[config.mk]
export PLATFORM = sky130hd
export DESIGN_NAME = multi_queue_shared_buffer
export DESIGN_NICKNAME = d
export VERILOG_FILES = /design/src/design/mqsb_pkg.sv /design/src/design/mqsb_ctrl.sv /design/src/design/mqsb_dp.sv /design/src/design/multi_queue_shared_buffer.sv
export SDC_FILE = /design/constraint.sdc
export NUM_CORES = 1
export LEC_CHECK = 0
export CAP_MARGIN = 25
export CORE_ASPECT_RATIO = 1.2
export CORE_MARGIN = 3
export CORE_UTILIZATION = 46
export CTS_CLUSTER_DIAMETER = 30
export CTS_CLUSTER_SIZE = 16
export DETAILED_ROUTE_END_ITERATION = 16
export DONT_BUFFER_PORTS = 1
export PLACE_DENSITY_LB_ADDON = 0.08
export SETUP_SLACK_MARGIN = 0.1
export SKIP_CTS_REPAIR_TIMING = 1
export SYNTH_ARGS = -nofsm -noshare
export SYNTH_HDL_FRONTEND = slang
export SYNTH_SLANG_ARGS = --single-unit
export TNS_END_PERCENT = 5
[constraint.sdc]
create_clock -name clk_i -period 4.3 [get_ports clk_i]
set_input_delay 0.215 -clock clk_i [delete_from_list [all_inputs] [get_ports clk_i]]
set_output_delay 0.215 -clock clk_i [all_outputs]
set_load 0.01 [all_outputs]
[src/design/mqsb_pkg.sv]
// ----------------------------------------------------------------------------
// mqsb_pkg
// Shared types and codes for the multi-queue shared buffer.
// ----------------------------------------------------------------------------
package mqsb_pkg;

  // default sizes
  localparam int unsigned DEF_NUM_SLOTS  = 16;
  localparam int unsigned DEF_NUM_QUEUES = 8;
  localparam int unsigned DEF_DATA_BITS  = 32;

  // fixed field widths
  localparam int unsigned QID_W  = 3;
  localparam int unsigned WORD_W = 32;
  localparam int unsigned STAT_W = 2;

  // operation codes
  localparam logic FUNC_ENQ = 1'b0;
  localparam logic FUNC_DEQ = 1'b1;

  // result status codes
  localparam logic [STAT_W-1:0] STATUS_OK    = 2'd0;
  localparam logic [STAT_W-1:0] STATUS_FULL  = 2'd1;
  localparam logic [STAT_W-1:0] STATUS_EMPTY = 2'd2;

  typedef enum logic [2:0] {
    ST_INIT,
    ST_IDLE,
    ST_LOOK,
    ST_ENQ_LINK,
    ST_DEQ_COMMIT,
    ST_DONE
  } state_e;

  typedef struct packed {
    logic clr;
    logic accept;
    logic look;
    logic enq_link;
    logic deq_commit;
    logic out_load;
  } dp_cmd_t;

  typedef struct packed {
    logic clr_last;
    logic is_deq;
    logic look_ok;
    logic out_free;
  } dp_sts_t;

endpackage

[src/design/mqsb_ctrl.sv]
// ----------------------------------------------------------------------------
// mqsb_ctrl
// Sequencer for the shared buffer: clearing pass, then one request at a time.
// ----------------------------------------------------------------------------
module mqsb_ctrl (
  input  logic              clk_i,
  input  logic              rst_ni,
  input  logic              in_valid_i,
  output logic              in_ready_o,
  input  mqsb_pkg::dp_sts_t sts_i,
  output mqsb_pkg::dp_cmd_t cmd_o
);
  import mqsb_pkg::*;

  state_e state_q, state_d;

  always_ff @(posedge clk_i or negedge rst_ni) begin
    if (!rst_ni) begin
      state_q <= ST_INIT;
    end else begin
      state_q <= state_d;
    end
  end

  always_comb begin
    state_d    = state_q;
    cmd_o      = '0;
    in_ready_o = 1'b0;
    case (state_q)
      ST_INIT: begin
        cmd_o.clr = 1'b1;
        if (sts_i.clr_last) begin
          state_d = ST_IDLE;
        end
      end
      ST_IDLE: begin
        in_ready_o   = 1'b1;
        cmd_o.accept = in_valid_i;
        if (in_valid_i) begin
          state_d = ST_LOOK;
        end
      end
      ST_LOOK: begin
        cmd_o.look = 1'b1;
        if (!sts_i.look_ok) begin
          state_d = ST_DONE;
        end else if (sts_i.is_deq) begin
          state_d = ST_DEQ_COMMIT;
        end else begin
          state_d = ST_ENQ_LINK;
        end
      end
      ST_ENQ_LINK: begin
        cmd_o.enq_link = 1'b1;
        state_d        = ST_DONE;
      end
      ST_DEQ_COMMIT: begin
        cmd_o.deq_commit = 1'b1;
        state_d          = ST_DONE;
      end
      ST_DONE: begin
        if (sts_i.out_free) begin
          cmd_o.out_load = 1'b1;
          state_d        = ST_IDLE;
        end
      end
      default: begin
        state_d = ST_INIT;
      end
    endcase
  end

endmodule

[src/design/mqsb_dp.sv]
// ----------------------------------------------------------------------------
// mqsb_dp
// Pointer tables, slot store, free list head and result register.
// ----------------------------------------------------------------------------
module mqsb_dp #(
  parameter int unsigned NUM_SLOTS  = mqsb_pkg::DEF_NUM_SLOTS,
  parameter int unsigned NUM_QUEUES = mqsb_pkg::DEF_NUM_QUEUES,
  parameter int unsigned DATA_BITS  = mqsb_pkg::DEF_DATA_BITS
) (
  input  logic                          clk_i,
  input  logic                          rst_ni,
  input  mqsb_pkg::dp_cmd_t             cmd_i,
  output mqsb_pkg::dp_sts_t             sts_o,
  input  logic                          in_func_i,
  input  logic [mqsb_pkg::QID_W-1:0]    in_queue_id_i,
  input  logic [mqsb_pkg::WORD_W-1:0]   in_data_i,
  output logic                          out_valid_o,
  input  logic                          out_ready_i,
  output logic [mqsb_pkg::WORD_W-1:0]   out_data_o,
  output logic [mqsb_pkg::STAT_W-1:0]   out_status_o
);
  import mqsb_pkg::*;

  localparam int unsigned IW      = $clog2(NUM_SLOTS);
  localparam int unsigned SW      = $clog2(NUM_SLOTS + 1);
  localparam int unsigned QAW     = (NUM_QUEUES > 1) ? $clog2(NUM_QUEUES) : 1;
  localparam int unsigned CLR_LEN = (NUM_SLOTS > NUM_QUEUES) ? NUM_SLOTS : NUM_QUEUES;
  localparam int unsigned CLR_W   = $clog2(CLR_LEN);
  localparam logic [SW-1:0] NULL_SLOT = SW'(NUM_SLOTS);

  // memories: link table, slot words, per-queue {head, tail}
  logic [SW-1:0]        link_mem [NUM_SLOTS];
  logic [DATA_BITS-1:0] data_mem [NUM_SLOTS];
  logic [2*SW-1:0]      qtab_mem [NUM_QUEUES];

  logic                 func_q;
  logic [QID_W-1:0]     qid_q;
  logic [DATA_BITS-1:0] word_q;
  logic [2*SW-1:0]      qent_q;
  logic [SW-1:0]        link_rd_q;
  logic [DATA_BITS-1:0] data_rd_q;
  logic [SW-1:0]        slot_q;
  logic [SW-1:0]        free_head_q, free_head_d;
  logic [CLR_W-1:0]     clr_cnt_q;
  logic [WORD_W-1:0]    res_data_q;
  logic [STAT_W-1:0]    res_status_q;
  logic                 out_valid_q;
  logic [WORD_W-1:0]    out_data_q;
  logic [STAT_W-1:0]    out_status_q;

  logic [8:0]           qid_in_wide, qid_wide;
  logic [63:0]          word_in_wide;
  logic signed [63:0]   data_ext;
  logic [SW-1:0]        cur_head, cur_tail;
  logic                 q_ok, head_ok, free_ok, enq_ok, deq_ok, is_deq, clr_last;
  logic                 enq_go;

  logic                 link_we, link_re;
  logic [IW-1:0]        link_waddr, link_raddr;
  logic [SW-1:0]        link_wdata;
  logic                 qt_we;
  logic [QAW-1:0]       qt_waddr;
  logic [2*SW-1:0]      qt_wdata;

  assign qid_in_wide  = 9'(in_queue_id_i);
  assign qid_wide     = 9'(qid_q);
  assign word_in_wide = 64'(in_data_i);
  assign data_ext     = 64'(signed'(data_rd_q));

  assign cur_head = qent_q[2*SW-1:SW];
  assign cur_tail = qent_q[SW-1:0];
  assign q_ok     = 32'(qid_q) < NUM_QUEUES;
  assign head_ok  = cur_head < NULL_SLOT;
  assign free_ok  = free_head_q < NULL_SLOT;
  assign enq_ok   = q_ok && free_ok;
  assign deq_ok   = q_ok && head_ok;
  assign is_deq   = (func_q == FUNC_DEQ);
  assign clr_last = (clr_cnt_q == CLR_W'(CLR_LEN - 1));
  assign enq_go   = cmd_i.look && !is_deq && enq_ok;

  assign sts_o.clr_last = clr_last;
  assign sts_o.is_deq   = is_deq;
  assign sts_o.look_ok  = is_deq ? deq_ok : enq_ok;
  assign sts_o.out_free = !out_valid_q || out_ready_i;

  // single write port on the link table
  always_comb begin
    link_we    = 1'b0;
    link_waddr = '0;
    link_wdata = '0;
    if (cmd_i.clr && (32'(clr_cnt_q) < NUM_SLOTS)) begin
      link_we    = 1'b1;
      link_waddr = clr_cnt_q[IW-1:0];
      link_wdata = SW'(clr_cnt_q) + SW'(1);
    end else if (enq_go && head_ok) begin
      // append behind the current tail
      link_we    = 1'b1;
      link_waddr = cur_tail[IW-1:0];
      link_wdata = free_head_q;
    end else if (cmd_i.enq_link) begin
      link_we    = 1'b1;
      link_waddr = slot_q[IW-1:0];
      link_wdata = NULL_SLOT;
    end else if (cmd_i.deq_commit) begin
      // freed slot goes on top of the free list
      link_we    = 1'b1;
      link_waddr = slot_q[IW-1:0];
      link_wdata = free_head_q;
    end
  end

  assign link_re    = cmd_i.accept || (cmd_i.look && is_deq);
  assign link_raddr = cmd_i.accept ? free_head_q[IW-1:0] : cur_head[IW-1:0];

  always_comb begin
    qt_we    = 1'b0;
    qt_waddr = '0;
    qt_wdata = '0;
    if (cmd_i.clr && (32'(clr_cnt_q) < NUM_QUEUES)) begin
      qt_we    = 1'b1;
      qt_waddr = clr_cnt_q[QAW-1:0];
      qt_wdata = {NULL_SLOT, NULL_SLOT};
    end else if (enq_go) begin
      qt_we    = 1'b1;
      qt_waddr = qid_wide[QAW-1:0];
      qt_wdata = head_ok ? {cur_head, free_head_q} : {free_head_q, free_head_q};
    end else if (cmd_i.deq_commit) begin
      qt_we    = 1'b1;
      qt_waddr = qid_wide[QAW-1:0];
      qt_wdata = {link_rd_q, cur_tail};
    end
  end

  always_comb begin
    free_head_d = free_head_q;
    if (enq_go) begin
      free_head_d = link_rd_q;
    end else if (cmd_i.deq_commit) begin
      free_head_d = slot_q;
    end
  end

  always_ff @(posedge clk_i) begin
    if (link_we) begin
      link_mem[link_waddr] <= link_wdata;
    end
    if (link_re) begin
      link_rd_q <= link_mem[link_raddr];
    end
  end

  always_ff @(posedge clk_i) begin
    if (enq_go) begin
      data_mem[free_head_q[IW-1:0]] <= word_q;
    end
    if (cmd_i.look && is_deq) begin
      data_rd_q <= data_mem[cur_head[IW-1:0]];
    end
  end

  always_ff @(posedge clk_i) begin
    if (qt_we) begin
      qtab_mem[qt_waddr] <= qt_wdata;
    end
    if (cmd_i.accept) begin
      qent_q <= qtab_mem[qid_in_wide[QAW-1:0]];
    end
  end

  // request and result payload
  always_ff @(posedge clk_i) begin
    if (cmd_i.accept) begin
      func_q <= in_func_i;
      qid_q  <= in_queue_id_i;
      word_q <= word_in_wide[DATA_BITS-1:0];
    end
    if (cmd_i.look) begin
      slot_q <= is_deq ? cur_head : free_head_q;
      if (!is_deq) begin
        res_data_q   <= '0;
        res_status_q <= enq_ok ? STATUS_OK : STATUS_FULL;
      end else if (!deq_ok) begin
        res_data_q   <= '1;
        res_status_q <= STATUS_EMPTY;
      end
    end
    if (cmd_i.deq_commit) begin
      res_data_q   <= data_ext[WORD_W-1:0];
      res_status_q <= STATUS_OK;
    end
    if (cmd_i.out_load) begin
      out_data_q   <= res_data_q;
      out_status_q <= res_status_q;
    end
  end

  always_ff @(posedge clk_i or negedge rst_ni) begin
    if (!rst_ni) begin
      free_head_q <= '0;
      clr_cnt_q   <= '0;
      out_valid_q <= 1'b0;
    end else begin
      free_head_q <= free_head_d;
      if (cmd_i.clr && !clr_last) begin
        clr_cnt_q <= clr_cnt_q + CLR_W'(1);
      end
      if (cmd_i.out_load) begin
        out_valid_q <= 1'b1;
      end else if (out_ready_i) begin
        out_valid_q <= 1'b0;
      end
    end
  end

  assign out_valid_o  = out_valid_q;
  assign out_data_o   = out_data_q;
  assign out_status_o = out_status_q;

endmodule

[src/design/multi_queue_shared_buffer.sv]
// ----------------------------------------------------------------------------
// multi_queue_shared_buffer
// Several FIFO queues linked through one shared slot store with a free list.
// ----------------------------------------------------------------------------
//  channel   dir  ready/valid             tdata           tuser
//  s_axis    in   s_axis_tvalid/tready    data_in         func, queue_id
//  m_axis    out  m_axis_tvalid/tready    data_out        status
//
//  Requests are handled one at a time: a good enqueue or dequeue steps through
//  LOOK, then ENQ_LINK or DEQ_COMMIT, then DONE; a full or empty result goes
//  from LOOK straight to DONE. The steps are set by the registered table reads,
//  the single write port of the link table and the load of the result register.
//  After reset a clearing pass builds the free list and empties the queues;
//  s_axis_tready stays low during it.
//  A result waiting in the output register does not stall the next request
//  until that request itself is finished.
module multi_queue_shared_buffer #(
  parameter int unsigned NUM_SLOTS  = mqsb_pkg::DEF_NUM_SLOTS,
  parameter int unsigned NUM_QUEUES = mqsb_pkg::DEF_NUM_QUEUES,
  parameter int unsigned DATA_BITS  = mqsb_pkg::DEF_DATA_BITS
) (
  input  logic        clk_i,
  input  logic        rst_ni,
  input  logic        s_axis_tvalid,
  output logic        s_axis_tready,
  input  logic [31:0] s_axis_tdata,   // [31:0] data_in
  input  logic [3:0]  s_axis_tuser,   // [0] func, [3:1] queue_id
  output logic        m_axis_tvalid,
  input  logic        m_axis_tready,
  output logic [31:0] m_axis_tdata,   // [31:0] data_out
  output logic [1:0]  m_axis_tuser    // [1:0] status
);
  import mqsb_pkg::*;

  dp_cmd_t cmd;
  dp_sts_t sts;

  mqsb_ctrl u_ctrl (
    .clk_i      (clk_i),
    .rst_ni     (rst_ni),
    .in_valid_i (s_axis_tvalid),
    .in_ready_o (s_axis_tready),
    .sts_i      (sts),
    .cmd_o      (cmd)
  );

  mqsb_dp #(
    .NUM_SLOTS  (NUM_SLOTS),
    .NUM_QUEUES (NUM_QUEUES),
    .DATA_BITS  (DATA_BITS)
  ) u_dp (
    .clk_i         (clk_i),
    .rst_ni        (rst_ni),
    .cmd_i         (cmd),
    .sts_o         (sts),
    .in_func_i     (s_axis_tuser[0]),
    .in_queue_id_i (s_axis_tuser[3:1]),
    .in_data_i     (s_axis_tdata),
    .out_valid_o   (m_axis_tvalid),
    .out_ready_i   (m_axis_tready),
    .out_data_o    (m_axis_tdata),
    .out_status_o  (m_axis_tuser)
  );

  // one request in flight: no beat right after an accepted one
  assert property (@(posedge clk_i) disable iff (!rst_ni)
    s_axis_tvalid && s_axis_tready |=> !s_axis_tready)
    else $error("request accepted while another is in flight");

  assert property (@(posedge clk_i) disable iff (!rst_ni)
    m_axis_tvalid && (m_axis_tuser == STATUS_EMPTY) |-> (m_axis_tdata == '1))
    else $error("empty result without all-ones data");

  assert property (@(posedge clk_i) disable iff (!rst_ni)
    m_axis_tvalid && (m_axis_tuser == STATUS_FULL) |-> (m_axis_tdata == '0))
    else $error("full result with nonzero data");

  assert property (@(posedge clk_i) disable iff (!rst_ni)
    m_axis_tvalid |-> (m_axis_tuser == STATUS_OK) || (m_axis_tuser == STATUS_FULL) ||
                      (m_axis_tuser == STATUS_EMPTY))
    else $error("undefined status code");

  // a new result is only loaded once the previous beat has gone
  assert property (@(posedge clk_i) disable iff (!rst_ni)
    cmd.out_load |-> !m_axis_tvalid || m_axis_tready)
    else $error("result register overwritten");

endmodule

==> After elaboration in Yosys (flattened, before gate mapping) <==
Memory sizes are Yosys's and may differ from the RTL's. A register that Yosys moved wholly into a read port is not among the register bits.
Index checks and enable logic that the tools add are counted.
{ "word_totals": {"regBits": 122, "ramBits": 672, "n_memories": 3} }
{ "memory_table": {"columns": ["name", "words", "word_bits", "read_ports", "rd_clocked_by_memory_dff", "write_ports", "line_no", "rtl"], "rows": [
  ["u_dp.data_mem", 16, 32, 1, 1, 1, "mqsb_dp.sv:33", "logic [DATA_BITS-1:0] data_mem [NUM_SLOTS];"],
  ["u_dp.link_mem", 16, 5, 1, 1, 1, "mqsb_dp.sv:32", "logic [SW-1:0] link_mem [NUM_SLOTS];"],
  ["u_dp.qtab_mem", 8, 10, 1, 1, 1, "mqsb_dp.sv:34", "logic [2*SW-1:0] qtab_mem [NUM_QUEUES];"]
]} }
{ "op_classes": {"n_addsub": 2, "magnitude_cmp": 3, "n_eq_ne": 11, "mux": 55, "n_reduce_logical": 19} }
{ "ops": {"columns": ["operator", "n"], "rows": [
  ["32-bit 2-to-1 mux", 4],
  ["10-bit 2-to-1 mux", 4],
  ["5-bit 2-to-1 mux", 7],
  ["1-bit 2-to-1 mux", 24],
  ["3-bit 2-to-1 mux", 8],
  ["4-bit 2-to-1 mux", 5],
  ["3-bit one-hot mux with 5 select lines", 1],
  ["5-bit less-than comparator (second input constant)", 2],
  ["3-bit by 2-bit == test with 1-bit output (second input constant)", 2],
  ["3-bit == test (second input constant)", 2],
  ["1-bit logical AND", 6],
  ["2-bit != test (second input constant)", 3],
  ["2-bit nonzero test", 3],
  ["4-bit by 1-bit adder with 5-bit output (second input constant)", 1],
  ["4-bit by 1-bit adder with 4-bit output (second input constant)", 1],
  ["4-bit == test (second input constant)", 1],
  ["4-bit less-than comparator (second input constant)", 1],
  ["2-bit 2-to-1 mux", 2],
  ["2-bit AND reduction", 2],
  ["3-bit by 1-bit == test with 1-bit output (second input constant)", 1],
  ["1-bit zero test", 3],
  ["3-bit zero test", 1],
  ["3-bit != test (second input constant)", 1],
  ["3-bit AND reduction", 1],
  ["3 further kinds", 4]
]} }

==> Depth between registers and ports, before layout <==
{ "logic_depth": {"ltp_word": 9, "mapped_depth": 10} }

==> Modules after synthesis <==
Synthesis repeated with hierarchy kept, for this count alone.
{ "unflattened": {"hier_cells": 1435, "area_unflattened_um2": 31600.3} }
{ "modules_own_cells": {"columns": ["mod", "n_inst", "cells_per_inst", "area_per_inst_um2"], "rows": [
  ["mqsb_dp", 1, 1408, 31385.1],
  ["mqsb_ctrl", 1, 27, 215.2]
]} }

==> Worst setup path before layout <==
Ideal clock, no wire load.
{ "synth_timing": {"kind": "register to register", "start": "register u_ctrl.state_q[0]", "end": "memory u_dp.data_mem[0][0] (netlist bit), enable pin", "setup_time_ns": 0.461, "arrival_ns": 3.846, "t_required_ns": 3.839, "path_slack_ns": -0.007, "path_stages_with_launch": 5, "path_buffers": 0, "cell_sequence": "dfrtp_1 -> or4b_4 -> or2_2 -> or3_1 -> nor3_1"} }
{ "synth_via": {"elab_chain_len": 6} }
{ "synth_rtl": {"columns": ["item", "line_no", "rtl"], "rows": [
  ["start: declaration", "mqsb_ctrl.sv:15", "state_e state_q, state_d;"],
  ["start signal: assignment", "mqsb_ctrl.sv:21", "state_q <= state_d;"],
  ["3-bit by 2-bit == test with 1-bit output", "mqsb_ctrl.sv:29", "case (state_q)"],
  ["1-bit 2-to-1 mux", "mqsb_ctrl.sv:29", null],
  ["1-bit logical AND (2 in series)", "mqsb_dp.sv:79", "assign enq_go = cmd_i.look && !is_deq && enq_ok;"],
  ["1-bit 2-to-1 mux", "mqsb_dp.sv:153", "if (enq_go) begin"],
  ["1-bit 2-to-1 mux (implied by the code)", "mqsb_dp.sv:154", "data_mem[free_head_q[IW-1:0]] <= word_q;"],
  ["end: declaration", "mqsb_dp.sv:33", null]
]} }
Every way passes these cells.

==> Worst setup path after layout <==
{ "layout_timing": {"start": "register u_dp.func_q", "end": "memory u_dp.data_mem[10][15] (netlist bit), enable pin"} }
{ "layout_via": {"elab_chain_len": 5} }
{ "layout_rtl": {"columns": ["item", "line_no", "rtl"], "rows": [
  ["start: declaration", "mqsb_dp.sv:36", "logic func_q;"],
  ["start signal: assignment", "mqsb_dp.sv:173", "func_q <= in_func_i;"],
  ["1-bit zero test", "mqsb_dp.sv:79", null],
  ["1-bit logical AND (2 in series)", "mqsb_dp.sv:79", null],
  ["1-bit 2-to-1 mux", "mqsb_dp.sv:153", null],
  ["1-bit 2-to-1 mux (implied by the code)", "mqsb_dp.sv:154", null]
]} }
Every way passes these cells.

==> flow_summary_export.csv <==
group,metric,value,unit
status,status,"complete, but fails checks",
status,violations,"negative hold slack",
clocking,clkTransAtPathRegs,0.05,ns
timing,tightest_slew,1.083,ns
global_routing,grt.total_usage,0.2037,
final_layout,synthToLayoutAreaGrowth,22.23,%
setup_path,critPathRequiredTime,4.69,ns
route,antenna_left,0,
timing,worst_slack,0.9085,ns
logic_synthesis,ys_top_cells_by_area,"edfxtp_1 (78%), mux4_2 (13%), nand2_1 (1.1%)",
logic_synthesis,synth_largest_area_cell,"edfxtp_1",
final_layout,drive_gt1_frac,0.3050,
setup_path,end_kind,"flop",
setup_path,rr_worst_depth,5,
clocking,cts_max_path_buffers,3,
global_routing,grt_antenna_before_repair,0,
logic_synthesis,synthArstFlopShare,0.01563,
logic_synthesis,synth.most_common_cell,"edfxtp_1",
place,postPlaceCellArea,33000,um2
pwr,p_per_area,652.3,nW/um2
setup_path,start_kind,"flop",
logic_synthesis,synth_fp_nets,1481,
pwr,swShare,0.2552,
setup_path,path_max_fanout,21,
floorplan,core_area,67400,um2
logic_synthesis,ys_seq_area_frac,0.7926,
setup_path,r2r-start,"u_dp.func_q",
global_routing,gr-total-overflow,0,
logic_synthesis,ys_ff_latch,832,
timing,setup_tns,0,ns
floorplan,die_w,244.6,um
place,portBuffers,0,
logic_synthesis,synth-compound-area-share,0.02477,
floorplan,start_util,0.4660,
clocking,htree_levels,4,
final_layout,fin_area,38390,um2
clocking,numCtsBuffers,147,
timing,setup_viol,0,
pwr,ir_drop,0.0004242,V
route,avgRoutedWirePerCell,26.89,um
timing,post-route-period-util,0.7887,
global_routing,grt_pass1_wl,106000,um
timing,min_period,3.392,ns
route,firstDrtPassIters,5,
min_path,hold_class,"primary input to async pin",
route,drc_errors,0,
floorplan,io_pins,76,
timing,rsz0062_at_grt,"no",
place,dpl_worst_slack,0.9314,ns
global_routing,grt_pass1_vias,15886,
pwr,seqPwrFrac,0.423,
route,drt_iter0_drc,1336,
logic_synthesis,synthSimpleGateAreaFrac,0.02820,
route,vias,14954,
final_layout,multi_input_area,6299,um2
logic_synthesis,synth_area_per_cell,21.81,um2
logic_synthesis,synth_common_cells,"edfxtp_1 (817), mux4_2 (178), nand2_1 (90)",
clocking,insertion_delay,0.72,ns
logic_synthesis,synth-adder-area-share,0.0003983,
place,place_congestion,0.8376,
floorplan,die_area,71470,um2
setup_path,critPathKind,"flop to flop",
setup_path,worstPathArrival,3.78,ns
setup_path,crit_chain,"or4b_4 -> nor2_1 -> nand3b_1 -> nor2_4 -> buf_12",
logic_synthesis,synth_top_area_share,0.7810,
place,post-dp-hpwl,39850,um
pwr,pwr-share-clk,0.456,
final_layout,n_fill_cell,5084,
timing,maxSlewViolCount,0,
logic_synthesis,synth_cell_types,54,
logic_synthesis,synth-xor-area-share,0.0008365,
clocking,tritoncts,"done",
route,avgViaCountPerCell,5.682,
logic_synthesis,synthCells,1440,
setup_path,cp_slowest_cell,"or4b_4",
setup_path,critPathMaxStageDelay,0.65,ns
logic_synthesis,syn_area,31410,um2
logic_synthesis,synth_enable_flop_cells,817,
job,drv_cap,0,
logic_synthesis,synthFlopType,"edfxtp_1",
setup_path,r2r-end,"u_dp.data_mem[10][15]",
final_layout,antenna_cells,0,
pwr,internal_power,18650,uW
global_routing,grt_max_degree,47,
pwr,leakagePower,0.01270,uW
pwr,switchingPower,6391,uW
floorplan,row_count,104,
setup_path,reg2reg_setup_slack,0.91,ns
clocking,cts.sinks,832,
timing,relSlewSlack,0.2757,
timing,fmax,294.9,MHz
timing,whs,-0.0006787,ns
pwr,combPwrFrac,0.122,
timing,hold_viol_final,1,
clocking,root_buffer,"clkbuf_16",
timing,skew,0.03121,ns
route,wl,70760,um
final_layout,layout.nets,1654,
logic_synthesis,synth_top_family_by_area,"multiplexers",
logic_synthesis,muxShareOfSynthArea,0.1421,
floorplan,dieHeight,292.3,um
logic_synthesis,yosysWarnings,0,
final_layout,regArea,24900,um2
-- worst max path at each step --
stage                       from                    end  cells past startpoint
6_report             u_dp.func_q  u_dp.data_mem[10][15]                      5
5_1_grt              u_dp.func_q   u_dp.data_mem[11][6]                      5
4_1_cts              u_dp.func_q  u_dp.data_mem[10][14]                      5
3_5_place_dp         u_dp.func_q  u_dp.data_mem[10][15]                      5
3_3_place_gp         u_dp.func_q  u_dp.data_mem[10][15]                      5
2_1_floorplan  u_ctrl.state_q[0]   u_dp.data_mem[12][0]                      5
-- worst max-delay path, delay by kind of cell (launching register included) --
kind	cells	cell delay, ns
flip-flops	1	0.57
buffers and inverters	1	0.27
AND/OR/NAND/NOR	4	2.21
-- power groups by stage --
stage	clock network (uW)	logic, uW	registers [uW]
finish	11400	3050	10600
floorplan	0	2140	10400
CTS	11600	3060	10600
detailed placement	0	3050	10700
global route	12000	3310	10700
global placement	0	2970	10700
-- cell usage in the layout, fill, tap and decap left out, drive strengths merged, types with 2 or more instances in the layout --
cell and n:
a2111oi 2, a21o 32, a21oi 18, a221oi 5
a222oi 2, a22o 6, a22oi 7, a31oi 6
a32oi 2, and2 3, buf 59, bufinv 16
clkbuf 168, clkinv 54, clkinvlp 12, dfrtp 13
dfxtp 2, dlygate4sd3 39, edfxtp 817, inv 22
mux2 20, mux2i 21, mux4 178, nand2 90
nand2b 6, nand3 6, nand3b 2, nand4 11
nor2 43, nor2b 7, nor3 11, nor3b 2
o211ai 7, o21ai 19, o22ai 4, or2 4
or3 4, xnor2 2
-- layer usage --
| layer | up-vias | share of wire | track usage | wire length [um] |
|---|---|---|---|---|
| met4 | 0 | 0.022 | 0.06656 | 1567 |
| met2 | 401 | 0.50 | 0.3306 | 35610 |
| met3 | 121 | 0.046 | 0.04193 | 3247 |
| li1 | 6384 | - | - | - |
| met5 | - | 0 | 0 | 0 |
| met1 | 8048 | 0.43 | 0.2802 | 30340 |
-- state kept, by name (all words and copies together), names as in the netlist, 2 cells and up --
signal             flops
u_ctrl.state_q         3
u_dp.clr_cnt_q         4
u_dp.data_mem        512
u_dp.data_rd_q        32
u_dp.free_head_q       5
u_dp.link_mem         80
u_dp.link_rd_q         5
u_dp.out_data_o       32
u_dp.out_status_o      2
u_dp.qent_q            9
u_dp.qid_q             3
u_dp.qtab_mem         72
u_dp.res_data_q       32
u_dp.res_status_q      2
u_dp.slot_q            5
u_dp.word_q           32
-- per-stage QoR --
step / util / instances / power (uW)
finish: 0.5696 / 2632 / 25040
floorplan: - / 1440 / 12490
global route: 0.5696 / 2632 / 26000
global placement: 0.4887 / 2319 / 13700
CTS: 0.5631 / 2590 / 25250
detailed placement: 0.4896 / 2323 / 13790
-- cells by family (layout without fill, tap and decap cells) --
family / Yosys count / in the layout
flops: 832 / 832
mux: 219 / 219
simple gates: 193 / 193
compound gates: 113 / 113
buf+inv: 79 / 370
xor+xnor: 3 / 3
fa+ha+maj: 1 / 1
-- cell type report --
type / count / area share
clock inverters: 100 / 0.02848
repair buffers: 99 / 0.02868
flip-flops and latches: 832 / 0.6485
well taps: 901 / 0.02936
multi-input cells: 529 / 0.1640
clock buffers: 167 / 0.1005
inverters: 4 / 0.0003911
Power figures use the tool's default switching activity.
